==> src/rtl/core/plst_pkg.sv <==
`default_nettype none

package plst_pkg;

    // Default sizes of the list.
    localparam int unsigned CAPACITY_DEF   = 32;
    localparam int unsigned ITEM_WIDTH_DEF = 64;

    // Fixed field widths of the request and result items.
    localparam int unsigned ACTION_W = 2;
    localparam int unsigned POS_W    = 6;
    localparam int unsigned LEN_W    = 6;

    // Request kinds; the fourth code is unused and always fails.
    typedef enum logic [ACTION_W-1:0] {
        ACT_INSERT   = 2'd0,
        ACT_DELETE   = 2'd1,
        ACT_RETRIEVE = 2'd2
    } act_t;

    // Broadcast to every cell of the row for one accepted item.
    typedef struct packed {
        logic             ins;
        logic             del;
        logic [POS_W-1:0] slot;
    } cell_ctrl_t;

endpackage

`default_nettype wire

==> src/rtl/core/plst_cell.sv <==
`default_nettype none

module plst_cell
    import plst_pkg::*;
#(
    parameter int unsigned IDX = 0,
    parameter int unsigned IW  = ITEM_WIDTH_DEF
)(
    input  wire logic       clk,
    input  wire cell_ctrl_t ctrl,
    input  wire logic [IW-1:0] new_item,
    input  wire logic [IW-1:0] left,
    input  wire logic [IW-1:0] right,
    output logic [IW-1:0]   data
);

    logic [IW-1:0] data_reg;
    logic [IW-1:0] data_next;
    logic          at_slot;
    logic          past_slot;

    // Where this cell sits relative to the slot being changed.
    assign at_slot   = (32'(ctrl.slot) == IDX);
    assign past_slot = (32'(ctrl.slot) < IDX);

    // Insert: load at the slot, take from the left beyond it.
    // Delete: take from the right from the slot onwards.
    always_comb
    begin
        data_next = data_reg;
        if (ctrl.ins)
        begin
            if (at_slot)
                data_next = new_item;
            else if (past_slot)
                data_next = left;
        end
        else if (ctrl.del)
        begin
            if (at_slot || past_slot)
                data_next = right;
        end
    end

    always_ff @(posedge clk)
    begin
        data_reg <= data_next;
    end

    assign data = data_reg;

endmodule

`default_nettype wire

==> config.mk <==
export PLATFORM = sky130hd
export DESIGN_NAME = plst_cell
export DESIGN_NICKNAME = d
export VERILOG_FILES = /design/src/rtl/core/plst_pkg.sv /design/src/rtl/core/plst_cell.sv
export SDC_FILE = /design/constraint.sdc
export NUM_CORES = 1
export LEC_CHECK = 0
export ABC_AREA = 0
export BUFFER_PORTS_ARGS = -buffer_cell sky130_fd_sc_hd__buf_4
export CELL_PAD_IN_SITES_DETAIL_PLACEMENT = 0
export CELL_PAD_IN_SITES_GLOBAL_PLACEMENT = 1
export CORE_ASPECT_RATIO = 0.9
export CORE_MARGIN = 2
export CORE_UTILIZATION = 26
export DETAILED_ROUTE_END_ITERATION = 10
export PLACE_DENSITY = 0.79
export SLEW_MARGIN = 20
export SYNTH_ARGS = -nofsm -noshare
export SYNTH_HDL_FRONTEND = slang
export SYNTH_SLANG_ARGS = --single-unit
==> constraint.sdc <==
create_clock -name clk -period 6.8 [get_ports clk]
set_clock_uncertainty 0.2 [all_clocks]
set_input_delay 0.34 -clock clk [delete_from_list [all_inputs] [get_ports clk]]
set_output_delay 0.34 -clock clk [all_outputs]
set_load 0.1 [all_outputs]
==> report_table.html <==
<table>
<tr><th>Metric</th><th>Value</th></tr>
<tr><th colspan="2">Critical path</th></tr>
<tr><td>Nature of the critical path endpoint</td><td>register</td></tr>
<tr><td>Library cell appearing most often on the critical path</td><td>buf_4</td></tr>
<tr><td>Setup CP Type</td><td>primary input to register</td></tr>
<tr><td>Cell family with the largest share of critical-path delay</td><td>buffers and inverters</td></tr>
<tr><td>Arrival time at the worst endpoint</td><td>1.89 ns</td></tr>
<tr><td>Critical path fanouts, max</td><td>65</td></tr>
<tr><td>Bufs and invs on worst path</td><td>2</td></tr>
<tr><td>Startpoint class of the critical path</td><td>primary input</td></tr>
<tr><td>Required @ worst endpoint</td><td>about 6.6 ns</td></tr>
<tr><td>Worst path cell trace</td><td>buf_4 &gt; nor2_1 &gt; nor4_4 &gt; buf_4</td></tr>
<tr><td>Slowest stage cell on the critical path</td><td>buf_4</td></tr>
<tr><td>Delay of the slowest cell on the worst path</td><td>0.61 ns</td></tr>
<tr><th colspan="2">CTS</th></tr>
<tr><td>Root Buffer</td><td>clkbuf_16</td></tr>
<tr><td>Maximum buffer depth of the clock tree</td><td>2</td></tr>
<tr><td>Clock-pin slew on the worst setup and hold paths</td><td>0.06 ns</td></tr>
<tr><td>CTS tree</td><td>done</td></tr>
<tr><td>Total of hold buffers inserted after clock tree synthesis</td><td>0</td></tr>
<tr><td>Setup Fix Bufs, Post-CTS</td><td>0</td></tr>
<tr><td>Post-CTS resize count</td><td>0</td></tr>
<tr><td>Clock sink total</td><td>64</td></tr>
<tr><td>Total clock buffers created by CTS</td><td>9</td></tr>
<tr><td>Number of H-tree levels</td><td>3</td></tr>
<tr><th colspan="2">Job</th></tr>
<tr><td>MaxCap Viol Count</td><td>0</td></tr>
<tr><th colspan="2">Timing</th></tr>
<tr><td>RSZ-0062 raised after global routing</td><td>no</td></tr>
<tr><td>Hold Vio Cnt, Final</td><td>0</td></tr>
<tr><td>Share of the clock period used by the worst path after layout</td><td>roughly 31%</td></tr>
<tr><td>Final setup violation count</td><td>0</td></tr>
<tr><td>Actual slew at the worst max-slew pin</td><td>about 0.80 ns</td></tr>
<tr><td>F_max</td><td>~470 MHz</td></tr>
<tr><td>Headroom to the max-slew limit</td><td>46.4%</td></tr>
<tr><td>Minimum clock period</td><td>~2.1 ns</td></tr>
<tr><td>Pins Over Slew Limit</td><td>0</td></tr>
<tr><td>Final setup TNS</td><td>0 ns</td></tr>
<tr><th colspan="2">Routing</th></tr>
<tr><td>Post-DRT Antenna Nets</td><td>0</td></tr>
<tr><td>Total via count in the routed design</td><td>roughly 2,000</td></tr>
<tr><td>Wire length after detailed routing</td><td>6810 um</td></tr>
<tr><td>Number of iterations in the first detailed-routing pass</td><td>4</td></tr>
<tr><td>Per-cell routed wire length</td><td>~14 um</td></tr>
<tr><td>Avg Vias per Cell</td><td>4.19</td></tr>
<tr><td>Number of violations reported at the end of detailed-routing iteration 0</td><td>28</td></tr>
<tr><td>DR DRC count</td><td>0</td></tr>
<tr><th colspan="2">Die</th></tr>
<tr><td>Die H</td><td>approximately 100 um</td></tr>
<tr><td>Area of the die</td><td>roughly 0.011 sq mm</td></tr>
<tr><td>Count of standard-cell rows</td><td>35</td></tr>
<tr><td>Num ports</td><td>265</td></tr>
<tr><td>Die span in x</td><td>between 100 and 150 um</td></tr>
<tr><td>Effective utilization at floorplan</td><td>26.7%</td></tr>
<tr><td>Area of the core</td><td>~0.01 sq mm</td></tr>
<tr><th colspan="2">Yosys</th></tr>
<tr><td>Average size of a mapped cell</td><td>19.8 sq um</td></tr>
<tr><td>Instance count of the mapped netlist</td><td>138</td></tr>
<tr><td>Number of distinct library cell variants in the gate-level netlist after synthesis</td><td>8</td></tr>
<tr><td>Sequential cell area fraction in the yosys report</td><td>~70%</td></tr>
<tr><td>Cell area after synthesis</td><td>0.00274 sq mm</td></tr>
<tr><td>YS warnings</td><td>0</td></tr>
<tr><td>Register bit total from synthesis</td><td>64</td></tr>
<tr><td>Syn nets</td><td>339</td></tr>
<tr><th colspan="2">Global routing</th></tr>
<tr><td>Antenna violations before repair</td><td>0</td></tr>
<tr><td>Via count of the first global-routing pass</td><td>2,141</td></tr>
<tr><td>Global-route wire length before repair</td><td>approximately 11,000 um</td></tr>
<tr><td>Total global-route track usage</td><td>12.2%</td></tr>
<tr><td>Total gr overflow</td><td>0</td></tr>
<tr><td>Pin count of the biggest net entering global routing</td><td>66</td></tr>
<tr><th colspan="2">Power</th></tr>
<tr><td>Worst voltage drop across the vdd grid</td><td>~0.00011 V</td></tr>
<tr><td>Design Power</td><td>about 980 uW</td></tr>
<tr><td>Leakage</td><td>1.93 nW</td></tr>
<tr><td>Power per cell area</td><td>212 mW/mm^2</td></tr>
<tr><th colspan="2">Layout</th></tr>
<tr><td>Number of inserted filler cells in the final layout</td><td>slightly above 900</td></tr>
<tr><td>Ant. Diodes</td><td>0</td></tr>
<tr><td>Nets</td><td>545</td></tr>
<tr><td>Max FFs per register</td><td>64</td></tr>
<tr><td>Area of the multi-input gates</td><td>757 sq um</td></tr>
<tr><td>Post-synthesis to final-layout area growth</td><td>68.8%</td></tr>
<tr><td>Register area</td><td>just under 0.002 sq mm</td></tr>
<tr><td>Fraction of layout instances using a drive strength above 1</td><td>80.5%</td></tr>
<tr><th colspan="2">Place</th></tr>
<tr><td>Number of port buffers</td><td>200</td></tr>
<tr><td>Sum of net half-perimeters after detailed placement</td><td>5250 um</td></tr>
<tr><td>Final weighted congestion in routability-driven placement</td><td>0.652</td></tr>
<tr><th colspan="2">Run status</th></tr>
<tr><td>Result of the run</td><td>finished, final reports clean</td></tr>
<tr><th colspan="2">Worst hold path</th></tr>
<tr><td>Classification of the worst-slack hold path</td><td>primary input to register</td></tr>
</table>
logic make-up (layout without fill, tap and decap cells):
logic type / after synthesis / count (layout) / synth area share [%]
flip-flops: 64 / 64 / 70.2
buffers and inverters: 7 / 218 / 2.51
multiplexers: 64 / 64 / 26.3
AND/OR/NAND/NOR: 3 / 3 / 1.00
final timing paths:
path | startpoint | to | depth (start not counted)
max | ctrl[7] | data[24]$_DFFE_PP_ | 4
min | right[7] | data[7]$_DFFE_PP_ | 2
cell usage in the layout (no fill, tap or decap):
cell type   instances
or4_4               1
clkinv_1            1
clkbuf_1            2
buf_4             202
edfxtp_1           64
nor2_1              1
nor4_4              1
clkinvlp_4          1
clkinv_4            2
mux2_2             64
clkinv_2            1
clkbuf_16           9
synth_stat cells (all sizes together):
library cell,number,area share [%]
edfxtp,64,70
nor4,1,0.46
or4,1,0.41
nor2,1,0.14
mux2,64,26
buf,7,2.5
routing by layer:
metal	GRT usage [%]	share of wire [%]	wire length, um	vias up
met4	5.44	1.8	124	0
met1	13.1	37	2490	897
met3	5.86	12	810	12
met2	20.5	50	3390	137
li1	-	-	-	959
met5	0	0	0	-
where the power goes:
group / internal [mW] / total (mW) / switching [mW]
registers: 0.442 / 0.443 / 0.000999
logic: 0.0799 / 0.134 / 0.0536
clock network: 0.246 / 0.404 / 0.158
area by class of cell:
class | count | share of cell area (%)
Clock buffer | 11 | 5.03
Clock inverter | 5 | 0.731
Multi-Input combinational cell | 67 | 16.4
Sequential cell | 64 | 41.6
Tap cell | 129 | 3.49
Timing Repair Buffer | 202 | 32.8
metrics by stage:
stage          instance area (sq um)  utilization, %  worst slack (ns)  cells  hold WS, ns
2_1_floorplan                   2740               -              1.74    138        0.360
3_3_place_gp                    4360            42.5              4.32    462        0.443
3_5_place_dp                    4360            42.5              4.30    462        0.445
4_1_cts                         4620            45.1              4.65    478       0.0989
5_1_grt                         4620            45.1              4.55    478        0.108
6_report                        4620            45.1              4.67    478        0.116
Note: power is estimated with default switching activity, not from simulation.
